### config.mk
export PLATFORM = sky130hd
export DESIGN_NAME = color_tag_substituter_core_flat
export DESIGN_NICKNAME = d
export VERILOG_FILES = /design/src/rtl/core/cts_pkg.sv /design/src/rtl/core/cts_req_if.sv /design/src/rtl/core/cts_rsp_if.sv /design/src/rtl/core/cts_front.sv /design/src/rtl/core/cts_queue.sv /design/src/rtl/core/cts_back.sv /design/src/rtl/core/color_tag_substituter_core.sv /design/src/flat_wrapper.sv
export SDC_FILE = /design/constraint.sdc
export NUM_CORES = 1
export LEC_CHECK = 0
export BUFFER_PORTS_ARGS = -buffer_cell sky130_fd_sc_hd__buf_2
export CORE_MARGIN = 3
export CORE_UTILIZATION = 30
export DETAILED_ROUTE_END_ITERATION = 16
export GPL_TIMING_DRIVEN = 0
export PLACE_DENSITY_LB_ADDON = 0.05
export SLEW_MARGIN = 15
export SYNTH_ARGS = -nofsm -noshare
export SYNTH_HDL_FRONTEND = slang
export SYNTH_SLANG_ARGS = --single-unit
### constraint.sdc
create_clock -name clock -period 8.4 [get_ports clock]
set_input_delay 0.42 -clock clock [delete_from_list [all_inputs] [get_ports clock]]
set_output_delay 0.42 -clock clock [all_outputs]
set_load 0.02 [all_outputs]
### src/rtl/core/cts_pkg.sv
// Shared types and constant tables for the color tag substituter.
// Tag spellings, escape sequences and the command word passed from the
// classifier to the serializer. No dependencies.
package cts_pkg;

   localparam int TAG_COUNT  = 7;
   localparam int HOLD_DEPTH = 7;
   localparam int CMD_BYTES  = 8;
   localparam int ESC_MAX    = 5;

   localparam logic [7:0] ESC_CHAR   = 8'h1B;
   localparam logic [7:0] BRACE_CHAR = 8'h7B;

   // Tag spellings, zero padded to eight characters.
   localparam logic [7:0] TAG_CHARS [TAG_COUNT][CMD_BYTES] = '{
      '{"{", "r", "e", "d", "}", 8'h00, 8'h00, 8'h00},
      '{"{", "g", "r", "e", "e", "n", "}", 8'h00},
      '{"{", "y", "e", "l", "l", "o", "w", "}"},
      '{"{", "b", "l", "u", "e", "}", 8'h00, 8'h00},
      '{"{", "p", "u", "r", "p", "l", "e", "}"},
      '{"{", "c", "y", "a", "n", "}", 8'h00, 8'h00},
      '{"{", "e", "o", "c", "}", 8'h00, 8'h00, 8'h00}
   };

   localparam logic [3:0] TAG_LEN [TAG_COUNT] = '{
      4'd5, 4'd7, 4'd8, 4'd6, 4'd8, 4'd6, 4'd5
   };

   localparam logic [7:0] ESC_CHARS [TAG_COUNT][ESC_MAX] = '{
      '{ESC_CHAR, "[", "3", "1", "m"},
      '{ESC_CHAR, "[", "3", "2", "m"},
      '{ESC_CHAR, "[", "3", "3", "m"},
      '{ESC_CHAR, "[", "9", "4", "m"},
      '{ESC_CHAR, "[", "3", "5", "m"},
      '{ESC_CHAR, "[", "9", "6", "m"},
      '{ESC_CHAR, "[", "0", "m", 8'h00}
   };

   localparam logic [2:0] ESC_LEN [TAG_COUNT] = '{
      3'd5, 3'd5, 3'd5, 3'd5, 3'd5, 3'd5, 3'd4
   };

   // Up to eight output bytes caused by one input word.
   typedef struct packed {
      logic [CMD_BYTES-1:0][7:0] bytes;
      logic [3:0]                count;
      logic                      last;
   } cts_cmd_type;

   typedef struct packed {
      logic        valid;
      cts_cmd_type cmd;
   } cts_slot_type;

endpackage

### src/rtl/core/cts_req_if.sv
// Input word channel of the color tag substituter: one text byte per word.
// Depends on nothing.
interface cts_req_if;
   logic       valid;
   logic       ready;
   logic [7:0] text_byte;
   logic       end_of_text;

   modport source (output valid, output text_byte, output end_of_text, input ready);
   modport sink (input valid, input text_byte, input end_of_text, output ready);
endinterface

### src/rtl/core/cts_rsp_if.sv
// Output word channel of the color tag substituter: one emitted byte per word.
// Depends on nothing.
interface cts_rsp_if;
   logic       valid;
   logic       ready;
   logic [7:0] out_byte;
   logic       run_end;
   logic       text_end;

   modport source (output valid, output out_byte, output run_end, output text_end,
                   input ready);
   modport sink (input valid, input out_byte, input run_end, input text_end,
                 output ready);
endinterface

### src/rtl/core/cts_front.sv
// Classifier: accepts text words, tracks the held tag prefix and turns each
// word into one command of 0 to 8 output bytes. Uses cts_pkg, cts_req_if.
module cts_front
   import cts_pkg::*;
(
   input  logic         clock,
   input  logic         reset,
   cts_req_if.sink      req_chan,
   input  logic         q_full,
   output cts_slot_type push
);

   logic [7:0]           held_ff [HOLD_DEPTH];
   logic [2:0]           held_count_ff, held_count_in;
   logic [TAG_COUNT-1:0] cand_ff, cand_in;

   logic                 accept;
   logic [7:0]           b;
   logic                 last;
   logic [3:0]           next_len;
   logic [TAG_COUNT-1:0] ext_mask, full_mask;
   logic                 any_hit, full_hit;
   logic [2:0]           full_idx;
   logic [CMD_BYTES-1:0][7:0] lit;
   logic                 hold_brace;
   logic                 held_wr_en;
   logic [2:0]           held_wr_idx;
   cts_cmd_type          cmd;

   assign req_chan.ready = !q_full;
   assign accept = req_chan.valid && req_chan.ready;
   assign b      = req_chan.text_byte;
   assign last   = req_chan.end_of_text;
   assign next_len = {1'b0, held_count_ff} + 4'd1;

   always_comb begin
      ext_mask  = '0;
      full_mask = '0;
      full_idx  = '0;
      for (int t = 0; t < TAG_COUNT; t++) begin
         ext_mask[t] = cand_ff[t] && (next_len <= TAG_LEN[t]) &&
                       (TAG_CHARS[t][held_count_ff] == b);
         full_mask[t] = ext_mask[t] && (next_len == TAG_LEN[t]);
         if (full_mask[t]) begin
            full_idx = 3'(t);
         end
      end
   end

   assign any_hit  = (held_count_ff != 3'd0) && (ext_mask != '0);
   assign full_hit = any_hit && (full_mask != '0);

   // Literal run: held bytes in order, then the arriving byte.
   always_comb begin
      for (int i = 0; i < HOLD_DEPTH; i++) begin
         lit[i] = (3'(i) < held_count_ff) ? held_ff[i] : b;
      end
      lit[CMD_BYTES-1] = b;
   end

   assign hold_brace = (b == BRACE_CHAR) && !last;

   always_comb begin
      cmd           = '0;
      cmd.last      = last;
      held_count_in = 3'd0;
      cand_in       = cand_ff;
      held_wr_en    = 1'b0;
      held_wr_idx   = 3'd0;
      if (full_hit) begin
         for (int i = 0; i < ESC_MAX; i++) begin
            cmd.bytes[i] = ESC_CHARS[full_idx][i];
         end
         cmd.count = {1'b0, ESC_LEN[full_idx]};
      end else if (any_hit) begin
         if (last) begin
            cmd.bytes = lit;
            cmd.count = next_len;
         end else begin
            held_wr_en    = 1'b1;
            held_wr_idx   = held_count_ff;
            held_count_in = next_len[2:0];
            cand_in       = ext_mask;
         end
      end else begin
         cmd.bytes = lit;
         cmd.count = {1'b0, held_count_ff} + {3'd0, !hold_brace};
         if (hold_brace) begin
            held_wr_en    = 1'b1;
            held_count_in = 3'd1;
            cand_in       = '1;
         end
      end
   end

   assign push.valid = accept && (cmd.count != 4'd0);
   assign push.cmd   = cmd;

   always_ff @(posedge clock) begin
      if (reset) begin
         held_count_ff <= 3'd0;
         cand_ff       <= '0;
      end else if (accept) begin
         held_count_ff <= held_count_in;
         cand_ff       <= cand_in;
      end
   end

   always_ff @(posedge clock) begin
      if (accept && held_wr_en) begin
         held_ff[held_wr_idx] <= b;
      end
   end

   a_held_has_candidate: assert property (@(posedge clock) disable iff (reset)
      (held_count_ff != 3'd0) |-> (cand_ff != '0))
      else $error("held prefix matches no tag");

   a_end_clears_hold: assert property (@(posedge clock) disable iff (reset)
      (accept && req_chan.end_of_text) |=> (held_count_ff == 3'd0))
      else $error("bytes still held after end of text");

   a_end_emits: assert property (@(posedge clock) disable iff (reset)
      (accept && req_chan.end_of_text) |-> push.valid)
      else $error("end of text produced no command");

endmodule

### src/rtl/core/cts_queue.sv
// Two-entry command queue between classifier and serializer.
// Uses cts_pkg.
module cts_queue
   import cts_pkg::*;
(
   input  logic         clock,
   input  logic         reset,
   input  cts_slot_type push,
   output logic         full,
   input  logic         pop,
   output cts_slot_type head
);

   cts_cmd_type entry_ff [2];
   logic        wr_ptr_ff, rd_ptr_ff;
   logic [1:0]  count_ff, count_in;
   logic        do_push, do_pop;

   assign full    = (count_ff == 2'd2);
   assign do_push = push.valid && !full;
   assign do_pop  = pop && (count_ff != 2'd0);
   assign count_in = count_ff + {1'b0, do_push} - {1'b0, do_pop};

   assign head.valid = (count_ff != 2'd0);
   assign head.cmd   = entry_ff[rd_ptr_ff];

   always_ff @(posedge clock) begin
      if (reset) begin
         wr_ptr_ff <= 1'b0;
         rd_ptr_ff <= 1'b0;
         count_ff  <= 2'd0;
      end else begin
         if (do_push) begin
            wr_ptr_ff <= !wr_ptr_ff;
         end
         if (do_pop) begin
            rd_ptr_ff <= !rd_ptr_ff;
         end
         count_ff <= count_in;
      end
   end

   always_ff @(posedge clock) begin
      if (do_push) begin
         entry_ff[wr_ptr_ff] <= push.cmd;
      end
   end

endmodule

### src/rtl/core/cts_back.sv
// Serializer: walks the head command one byte per cycle into the output
// register while the receiver keeps up. Uses cts_pkg, cts_rsp_if.
module cts_back
   import cts_pkg::*;
(
   input  logic         clock,
   input  logic         reset,
   input  cts_slot_type head,
   output logic         pop,
   cts_rsp_if.source    rsp_chan
);

   logic [2:0] idx_ff;
   logic       rsp_valid_ff;
   logic [7:0] out_byte_ff;
   logic       run_end_ff, text_end_ff;
   logic       load;
   logic       last_word;

   assign load      = head.valid && (!rsp_valid_ff || rsp_chan.ready);
   assign last_word = ({1'b0, idx_ff} == (head.cmd.count - 4'd1));
   assign pop       = load && last_word;

   assign rsp_chan.valid    = rsp_valid_ff;
   assign rsp_chan.out_byte = out_byte_ff;
   assign rsp_chan.run_end  = run_end_ff;
   assign rsp_chan.text_end = text_end_ff;

   always_ff @(posedge clock) begin
      if (reset) begin
         idx_ff       <= 3'd0;
         rsp_valid_ff <= 1'b0;
      end else begin
         if (load) begin
            rsp_valid_ff <= 1'b1;
            idx_ff       <= last_word ? 3'd0 : idx_ff + 3'd1;
         end else if (rsp_chan.ready) begin
            rsp_valid_ff <= 1'b0;
         end
      end
   end

   always_ff @(posedge clock) begin
      if (load) begin
         out_byte_ff <= head.cmd.bytes[idx_ff];
         run_end_ff  <= last_word;
         text_end_ff <= last_word && head.cmd.last;
      end
   end

   a_text_end_ends_run: assert property (@(posedge clock) disable iff (reset)
      (rsp_valid_ff && text_end_ff) |-> run_end_ff)
      else $error("text_end without run_end");

   a_index_advances: assert property (@(posedge clock) disable iff (reset)
      (load && !last_word) |=> (idx_ff == $past(idx_ff) + 3'd1))
      else $error("byte index did not advance");

   a_head_count_legal: assert property (@(posedge clock) disable iff (reset)
      head.valid |-> ((head.cmd.count != 4'd0) && (head.cmd.count <= 4'd8)))
      else $error("queued command has illegal byte count");

endmodule

### src/rtl/core/color_tag_substituter_core.sv
// Color tag substituter top level: classifier, command queue, serializer.
// Uses cts_pkg, cts_req_if, cts_rsp_if, cts_front, cts_queue, cts_back.
//
// Streams text one byte per word and replaces the tags {red}, {green},
// {yellow}, {blue}, {purple}, {cyan} and {eoc} by their ANSI color escape
// sequences; all other bytes pass through unchanged. From a '{' onward,
// bytes are held while they still spell the start of a tag; when a byte
// breaks the match, the held bytes go out literally and the byte is looked
// at afresh, so a '{' there opens a new candidate. A word with end_of_text
// set flushes whatever is held. Every output word carries run_end on the
// last byte caused by one input word, and text_end on the last byte caused
// by the word that closed the text. An input word yields 0 to 8 output
// bytes; a held byte yields none until the tag completes or breaks.
// Rate: the classifier takes one word per cycle while the two-entry
// command queue has room; the serializer drains one output byte per cycle
// while the receiver is ready, so a word that causes several bytes holds
// the back end until they are sent, and sustained throughput is one input
// word per cycle for plain text. An accepted word goes through the queue,
// then the output register. No clearing pass after reset is needed.
module color_tag_substituter_core
   import cts_pkg::*;
(
   input  logic      clock,
   input  logic      reset,
   cts_req_if.sink   req_chan,
   cts_rsp_if.source rsp_chan
);

   cts_slot_type push;
   cts_slot_type head;
   logic         q_full;
   logic         pop;

   // Classify each accepted word and advance the held tag prefix.
   cts_front u_front (
      .clock    (clock),
      .reset    (reset),
      .req_chan (req_chan),
      .q_full   (q_full),
      .push     (push)
   );

   // Hold up to two pending commands so either side can stall alone.
   cts_queue u_queue (
      .clock (clock),
      .reset (reset),
      .push  (push),
      .full  (q_full),
      .pop   (pop),
      .head  (head)
   );

   // Drain the head command one byte per cycle, while the receiver is ready, through the output register.
   cts_back u_back (
      .clock    (clock),
      .reset    (reset),
      .head     (head),
      .pop      (pop),
      .rsp_chan (rsp_chan)
   );

endmodule

### src/flat_wrapper.sv
// flat-port wrapper written by rule: the top's interface ports become plain ports
module color_tag_substituter_core_flat import cts_pkg::*;
  (clock, reset, req_chan_valid, req_chan_text_byte, req_chan_end_of_text, req_chan_ready, rsp_chan_valid, rsp_chan_out_byte, rsp_chan_run_end, rsp_chan_text_end, rsp_chan_ready);
  cts_req_if req_chan_i ();
  cts_rsp_if rsp_chan_i ();
  input  logic clock;
  input  logic reset;
  input wire logic [$bits(req_chan_i.valid)-1:0] req_chan_valid;
  input wire logic [$bits(req_chan_i.text_byte)-1:0] req_chan_text_byte;
  input wire logic [$bits(req_chan_i.end_of_text)-1:0] req_chan_end_of_text;
  output wire logic [$bits(req_chan_i.ready)-1:0] req_chan_ready;
  output wire logic [$bits(rsp_chan_i.valid)-1:0] rsp_chan_valid;
  output wire logic [$bits(rsp_chan_i.out_byte)-1:0] rsp_chan_out_byte;
  output wire logic [$bits(rsp_chan_i.run_end)-1:0] rsp_chan_run_end;
  output wire logic [$bits(rsp_chan_i.text_end)-1:0] rsp_chan_text_end;
  input wire logic [$bits(rsp_chan_i.ready)-1:0] rsp_chan_ready;
  assign req_chan_i.valid = req_chan_valid;
  assign req_chan_i.text_byte = req_chan_text_byte;
  assign req_chan_i.end_of_text = req_chan_end_of_text;
  assign req_chan_ready = req_chan_i.ready;
  assign rsp_chan_valid = rsp_chan_i.valid;
  assign rsp_chan_out_byte = rsp_chan_i.out_byte;
  assign rsp_chan_run_end = rsp_chan_i.run_end;
  assign rsp_chan_text_end = rsp_chan_i.text_end;
  assign rsp_chan_i.ready = rsp_chan_ready;
  color_tag_substituter_core u_core (.clock(clock), .reset(reset), .req_chan(req_chan_i), .rsp_chan(rsp_chan_i));
endmodule
## After elaboration in Yosys (flattened, before gate mapping)

Memories as Yosys holds them, arrays and structs flattened. A register that Yosys moved wholly into a read port is not among the register bits.
Index checks and enable logic that the tools add are counted.

| word-level totals | value |
|---|---|
| memory bits (writable) | 194 |
| ROM bits | 792 |
| flip-flop bits (word level) | 28 |
| bits of input ports | 13 |
| memories | 11 |
| output and inout port bits | 12 |
| logic and storage cells | 166 |

| operators by class | value |
|---|---|
| mux-type cells | 60 |
| equality and inequality tests | 15 |
| magnitude comparators | 14 |
| reductions and logical operators | 47 |
| $add $sub $neg | 6 |
| bitwise operators | 3 |

Memories:

| name | words | bits a word | rd ports | clocked after memory_dff | wr ports | line | source |
|---|---|---|---|---|---|---|---|
| (name not given) | 8 | 40 | 1 | 0 | 0 | cts_front.sv:72 | `cmd.bytes[i] = ESC_CHARS[full_idx][i];` |
| u_core.u_queue.entry_ff | 2 | 69 | 1 | 1 | 1 | cts_queue.sv:14 | `cts_cmd_type entry_ff [2];` |
| (name not given) | 8 | 8 | 1 | 0 | 0 | cts_front.sv:42 | `(TAG_CHARS[t][held_count_ff] == b);` |
| (name not given) | 8 | 8 | 1 | 0 | 0 | cts_front.sv:42 |  |
| (name not given) | 8 | 8 | 1 | 0 | 0 | cts_front.sv:42 |  |
| (name not given) | 8 | 8 | 1 | 0 | 0 | cts_front.sv:42 |  |
| 5 more memories | n/a | n/a | n/a | n/a | n/a | n/a |  |

Operator list:

| operator | count |
|---|---|
| $mux W8 | 22 |
| $mux W68 | 2 |
| $mux W40 | 2 |
| $eq A8 B8 Y1 | 7 |
| $mux W44 | 1 |
| $mux W3 | 14 |
| $logic_and A1 B1 Y1 | 32 |
| $bmux W8 S3 | 1 |
| $mux W24 | 1 |
| $mux W7 | 3 |
| $mux W1 | 14 |
| $reduce_bool A7 Y1 | 2 |
| $eq A4 B3 Y1 const B | 3 |
| $le A4 B3 Y1 const B | 3 |
| $lt A3 B3 Y1 const A | 3 |
| $eq A8 B7 Y1 const B | 1 |
| $ge A4 B4 Y1 const B | 2 |
| $not A3 Y4 | 2 |
| $logic_not A1 Y1 | 6 |
| $lt A1 B3 Y1 const A | 2 |
| $lt A2 B3 Y1 const A | 2 |
| $reduce_bool A2 Y1 | 3 |
| $add A3 B1 Y4 | 1 |
| $add A3 B1 Y4 const B | 1 |
| 15 further kinds | 15 |

## Longest topological paths before layout

| logic depth | value |
|---|---|
| depth in word-level cells | 23 |
| gate-level depth with buffers | 19 |
| depth with buffers taken out | 16 |

## Cells and area by module

Synthesis repeated with hierarchy kept, for this count alone.

| unflattened totals | value |
|---|---|
| cells, all modules | 808 |
| area total of the unflattened synthesis | 11193.2 µm² |

By module, submodules not included:

| module | seq. area each (µm²) | times used | cells an instance | area each (µm²) |
|---|---|---|---|---|
| cts_queue | 4244.1 | 1 | 241 | 5253.8 |
| cts_front | 1881.8 | 1 | 493 | 4855.9 |
| cts_back | 380.4 | 1 | 74 | 1083.5 |

## Worst setup path before layout

Ideal clock, no wire load.

| timing path | value |
|---|---|
| path kind | register to register |
| start | register u_core.u_front.held_count_ff[1] |
| end | memory u_core.u_queue.entry_ff[0][0] in the netlist's numbering, enable pin |
| stages on the path, launching flop included | 13 |
| setup time | 0.433 ns |
| arrival time | 4.475 ns |
| data required time | 7.967 ns |
| buffers on the path | 2 |
| slack | 3.492 ns |
| cells stage by stage | dfxtp_1 > buf_2 > inv_1 > ha_1 > buf_2 > or3_1 > o21ai_0 > a21oi_1 > or4_4 > o21ai_2 > or4b_1 > or2_1 > and4_1 |

| between the ends | value |
|---|---|
| longest elaborated chain between the ends | 23 |
| elaborated cells on any way between the ends | 83 |
| classes of those cells | add/sub: 2; order compare: 4; eq/ne: 11; mux: 27; bitwise: 2; reduce/logical: 29; memory: 8 |

Ends and longest elaborated chain:

| element | line | source |
|---|---|---|
| start, declared | cts_front.sv:14 | `logic [2:0] held_count_ff, held_count_in;` |
| start signal, assigned | cts_front.sv:104 | `held_count_ff <= held_count_in;` |
| $not A3 Y4 (not written as such) | cts_front.sv:42 |  |
| $mem_v2 Z8 W8 | n/a |  |
| $mux W8 (not written as such) (2 in a row) | cts_front.sv:42 |  |
| $eq A8 B8 Y1 | cts_front.sv:42 |  |
| $logic_and A1 B1 Y1 | cts_front.sv:41 | `ext_mask[t] = cand_ff[t] && (next_len <= TAG_LEN[t]) &&` |
| $logic_and A1 B1 Y1 | cts_front.sv:43 | `full_mask[t] = ext_mask[t] && (next_len == TAG_LEN[t]);` |
| $mux W1 | cts_front.sv:44 | `if (full_mask[t]) begin` |
| $mux W3 (5 in a row) | cts_front.sv:44 |  |
| $not A3 Y4 (not written as such) | cts_front.sv:74 | `cmd.count = {1'b0, ESC_LEN[full_idx]};` |
| $mem_v2 Z8 W3 | n/a |  |
| $mux W3 (not written as such) (2 in a row) | cts_front.sv:74 |  |
| $mux W44 * | cts_front.sv:70 | `if (full_hit) begin` |
| $reduce_bool A4 Y1 * | cts_front.sv:96 | `assign push.valid = accept && (cmd.count != 4'd0);` |
| $logic_and A1 B1 Y1 * | cts_front.sv:96 |  |
| $logic_and A1 B1 Y1 * | cts_queue.sv:20 | `assign do_push = push.valid && !full;` |
| $mux W1 * | cts_queue.sv:44 | `if (do_push) begin` |
| $mux W1 (not written as such) * | cts_queue.sv:45 | `entry_ff[wr_ptr_ff] <= push.cmd;` |
| end, declared | cts_queue.sv:14 |  |

Mark *: on every way between the ends. The rest lies on a longest branch, timed or not. The select of a mux whose other input is x is not followed.

## Worst setup path after layout

| timing path | value |
|---|---|
| start | register u_core.u_front.held_count_ff[1] |
| end | memory u_core.u_front.held_ff[3][0], enable pin |

| between the ends | value |
|---|---|
| longest elaborated chain between the ends | 13 |
| elaborated cells on any way between the ends | 72 |
| classes of those cells | add/sub: 1; order compare: 4; eq/ne: 11; mux: 21; bitwise: 1; reduce/logical: 27; memory: 7 |

Ends and longest elaborated chain:

| element | line | source |
|---|---|---|
| $not A3 Y4 (not written as such) | cts_front.sv:42 |  |
| $mem_v2 Z8 W8 | n/a |  |
| $mux W8 (not written as such) (2 in a row) | cts_front.sv:42 |  |
| $eq A8 B8 Y1 | cts_front.sv:42 |  |
| $logic_and A1 B1 Y1 | cts_front.sv:41 |  |
| $reduce_bool A7 Y1 or $logic_and A1 B1 Y1 (tied branches) | cts_front.sv:50, cts_front.sv:43 |  |
| $logic_and A1 B1 Y1 or $reduce_bool A7 Y1 (tied branches) | cts_front.sv:50, cts_front.sv:51 |  |
| $mux W1 or $logic_and A1 B1 Y1 (tied branches) | cts_front.sv:75, cts_front.sv:51 |  |
| $mux W1 | cts_front.sv:70 |  |
| $logic_and A1 B1 Y1 | cts_front.sv:110 | `if (accept && held_wr_en) begin` |
| $mux W1 | cts_front.sv:110 |  |
| $mux W1 (not written as such) | cts_front.sv:111 | `held_ff[held_wr_idx] <= b;` |
| end, declared | cts_front.sv:13 | `logic [7:0] held_ff [HOLD_DEPTH];` |

Several ways; a longest one is shown, not always the timed one. The select of a mux whose other input is x is not followed.

==> flow_summary.yaml <==
placed_design:
  placed_cells: 1272
  port_buffers: 24
  placed_cell_area_sq_um: 11800
  place_ws_ns: 3.13
  gp_congestion: 0.890
  hpwlAfterDp_microns: 23800
layout:
  finalInstanceArea_sq_um: 12600
  num-nets-final: 876
  drive_above_1_share_pct: 19.1
  fillers: 3453
  multiInputGateArea_sq_um: 4140
  fin_cells: 1319
  seq_area_sq_um: 6510
  utilization_pct: 35.3
  area_delta_synth_final_pct: 15.4
sta:
  max_freq_ghz: 0.189
  worst-slew-pin-transition_ns: 1.12
  slew_headroom_pct: 24.4
  rsz0062_at_grt: "no"
  setup_violations: 0
  finClkSkew_ns: 0.0127
  slew_violations: 0
  layout_min_cycle_time_ns: 5.29
  period_share_pct: 63.0
  finalHoldViolCount: 0
  setup_ws_ns: 3.11
  setup_tns_ns: 0
floorplanning:
  core_area_sq_um: 35700
  fp.dieH_microns: 197
  rows: 69
  die_area_sq_um: 38700
  die_w_microns: 197
  start_util_pct: 30.6
  ios: 25
clock_network:
  post_cts_buffers: 0
  cts-resized-gates: 0
  tritoncts: "done"
  cts-buffers-inserted: 25
  cts_buffer_depth: 3
  clkLatencyLatePin_ns: 0.53
  cts-root-buf: "clkbuf_16"
  path_clk_slew_ns: 0.06
  htreeDepth: 1
  clock-sinks: 223
  cts_hold_buf: 0
yosys:
  synth_top_family_by_area: "multiplexers"
  postSynthAreaPerCell_sq_um: 14.1
  synth.top_cell.area_share_pct: 56.2
  yosys_warnings: 0
  synth.net_count: 813
  async_reset_ff_share_pct: 0
  yosysMostFrequentCell: "edfxtp_1"
  syn_inst: 776
  synth_cell_types: 76
  synth-compound-area-share_pct: 7.94
  synthMuxAreaShare_pct: 14.3
  yosysTopAreaCell: "edfxtp_1"
  yosysSeqAreaShare_pct: 59.7
  yosys_register_bits: 223
  synth_xor_xnor_area_share_pct: 2.73
  synth_simple_gate_area_share_pct: 9.65
  synthTopCellsByArea: "edfxtp_1 (56%), mux4_2 (8.3%), mux2i_1 (5.9%), dfxtp_1 (3.5%), ha_1 (2.8%)"
  synth_edf_count: 204
  ys_top_cells_by_count: "edfxtp_1 (204), mux2i_1 (64), nor2_1 (58)"
  synth_adder_area_share_pct: 2.75
  netlist_area_sq_um: 10900
  ys.flop_type: "edfxtp_1"
run:
  cap_viol_max_count: 0
global_route:
  antenna_found_initial: 0
  grt_pass1_vias: 7125
  grt_util_all_layers_pct: 17.1
  grt_pass1_wl_microns: 48600
  grt_max_degree: 41
  grt_overflow: 0
setup_path:
  path_buf_inv: 5
  worstPathCellList: "buf_2, inv_1, ha_1, buf_2, a21boi_0, o21ai_0, a2111oi_1, a311oi_2, nand4_2, and2_1, buf_6, nand3b_2, nor4_2, buf_4"
  critical_path_class: "register to register"
  crit_top_cell: "buf_2"
  crit_arrival_ns: 5.53
  start_kind: "register"
  cp_slowest_cell: "nor4_2"
  cp.required_ns: 8.64
  critPathTopFamily: "simple AND/OR/NAND/NOR gates"
  path_max_fanout: 10
  worst_setup_path_end_kind: "register"
  slowest_delay_ns: 0.76
drt:
  wl_per_cell_microns: 25.5
  postRouteAntennaNets: 0
  first_iter_violations: 606
  drc: 0
  first_pass_iters: 5
  via_per_inst: 5.32
  vias: 7017
  finalWirelength_microns: 33600
power:
  powerDensity_nw_per_um2: 245
  irDropWorstVdd_uv: 120
  leakagePower_nw: 4.31
outcome:
  outcome: "completed"
worst_hold_path:
  min_path_type: "primary input to register"
[registers in the layout, indices dropped and copies added, names as in the netlist, named ones only]
register	cells
u_core.u_back.idx_ff	3
u_core.u_back.rsp_chan.out_byte	8
u_core.u_back.rsp_chan.run_end	1
u_core.u_back.rsp_chan.text_end	1
u_core.u_back.rsp_chan.valid	1
u_core.u_front.cand_ff	7
u_core.u_front.held_count_ff	3
u_core.u_front.held_ff	56
u_core.u_queue.count_ff	2
u_core.u_queue.entry_ff	138
u_core.u_queue.rd_ptr_ff	1
u_core.u_queue.wr_ptr_ff	1
[layout make-up]
type | count | share of cell area [%]
sequential | 223 | 51.7
multi-input combinational | 485 | 32.9
tap | 461 | 4.58
clock buffer | 34 | 5.32
timing repair buffer | 36 | 2.04
clock inverter | 11 | 0.944
buffer | 55 | 2.16
inverter | 13 | 0.388
antenna | 1 | 0.0199
[cell families after synthesis]
logic type	after synthesis
buffers and inverters	68
multiplexers	105
AO/OA/AOI/OAI	126
flip-flops	223
XOR/XNOR	34
AND/OR/NAND/NOR	196
adder cells (fa/ha/maj)	24
[cells in the final DEF, fill, tap and decap left out, types with 9 or more instances in the layout]
master / netlist / final
inv_1: 12 / 12
xor2_1: 12 / 12
o21ai_0: 35 / 34
clkbuf_1: 24 / 31
buf_2: 16 / 43
mux4_2: 40 / 40
buf_4: 5 / 11
dfxtp_1: 19 / 19
nand3_1: 17 / 17
nand4_1: 9 / 9
ha_1: 24 / 24
mux2i_1: 64 / 64
nor2_1: 58 / 58
nor2b_1: 11 / 11
nand2b_1: 9 / 9
a21oi_1: 18 / 17
nand2_1: 32 / 32
edfxtp_1: 204 / 204
xnor2_1: 22 / 22
clkbuf_16: 0 / 25
[report_power, final]
part           internal (mW)  switching, mW
Clock                  0.621          0.435
Combinational          0.237          0.363
Sequential              1.40         0.0342
Total                   2.25          0.832
[per-stage QoR]
stage	total power [mW]	hold WS, ns
3_5_place_dp	2.07	0.493
4_1_cts	3.14	0.166
2_1_floorplan	1.84	0.436
3_3_place_gp	2.05	0.481
6_report	3.09	0.187
5_1_grt	3.23	0.182
[path summary, 6_finish.rpt]
path / from / endpoint / slack (ns) / cells after the start
min reg2reg: u_core.u_back.rsp_chan.valid / u_core.u_back.rsp_chan.valid / 0.50 / 2
min: req_chan_end_of_text / u_core.u_queue.entry_ff[0][0] / 0.19 / 1
max reg2reg: u_core.u_front.held_count_ff[1] / u_core.u_front.held_ff[3][0] / 3.11 / 14
max: u_core.u_front.held_count_ff[1] / u_core.u_front.held_ff[3][0] / 3.11 / 14
[routing by layer]
layer	global-route usage [%]	vias to the layer above	wire length, microns
met5	0	-	0
met4	3.93	0	621
met3	1.83	37	1370
met2	29.4	190	16500
met1	23.6	3637	15100
li1	-	3153	-
No activity file was read; power rests on OpenSTA's default activity.
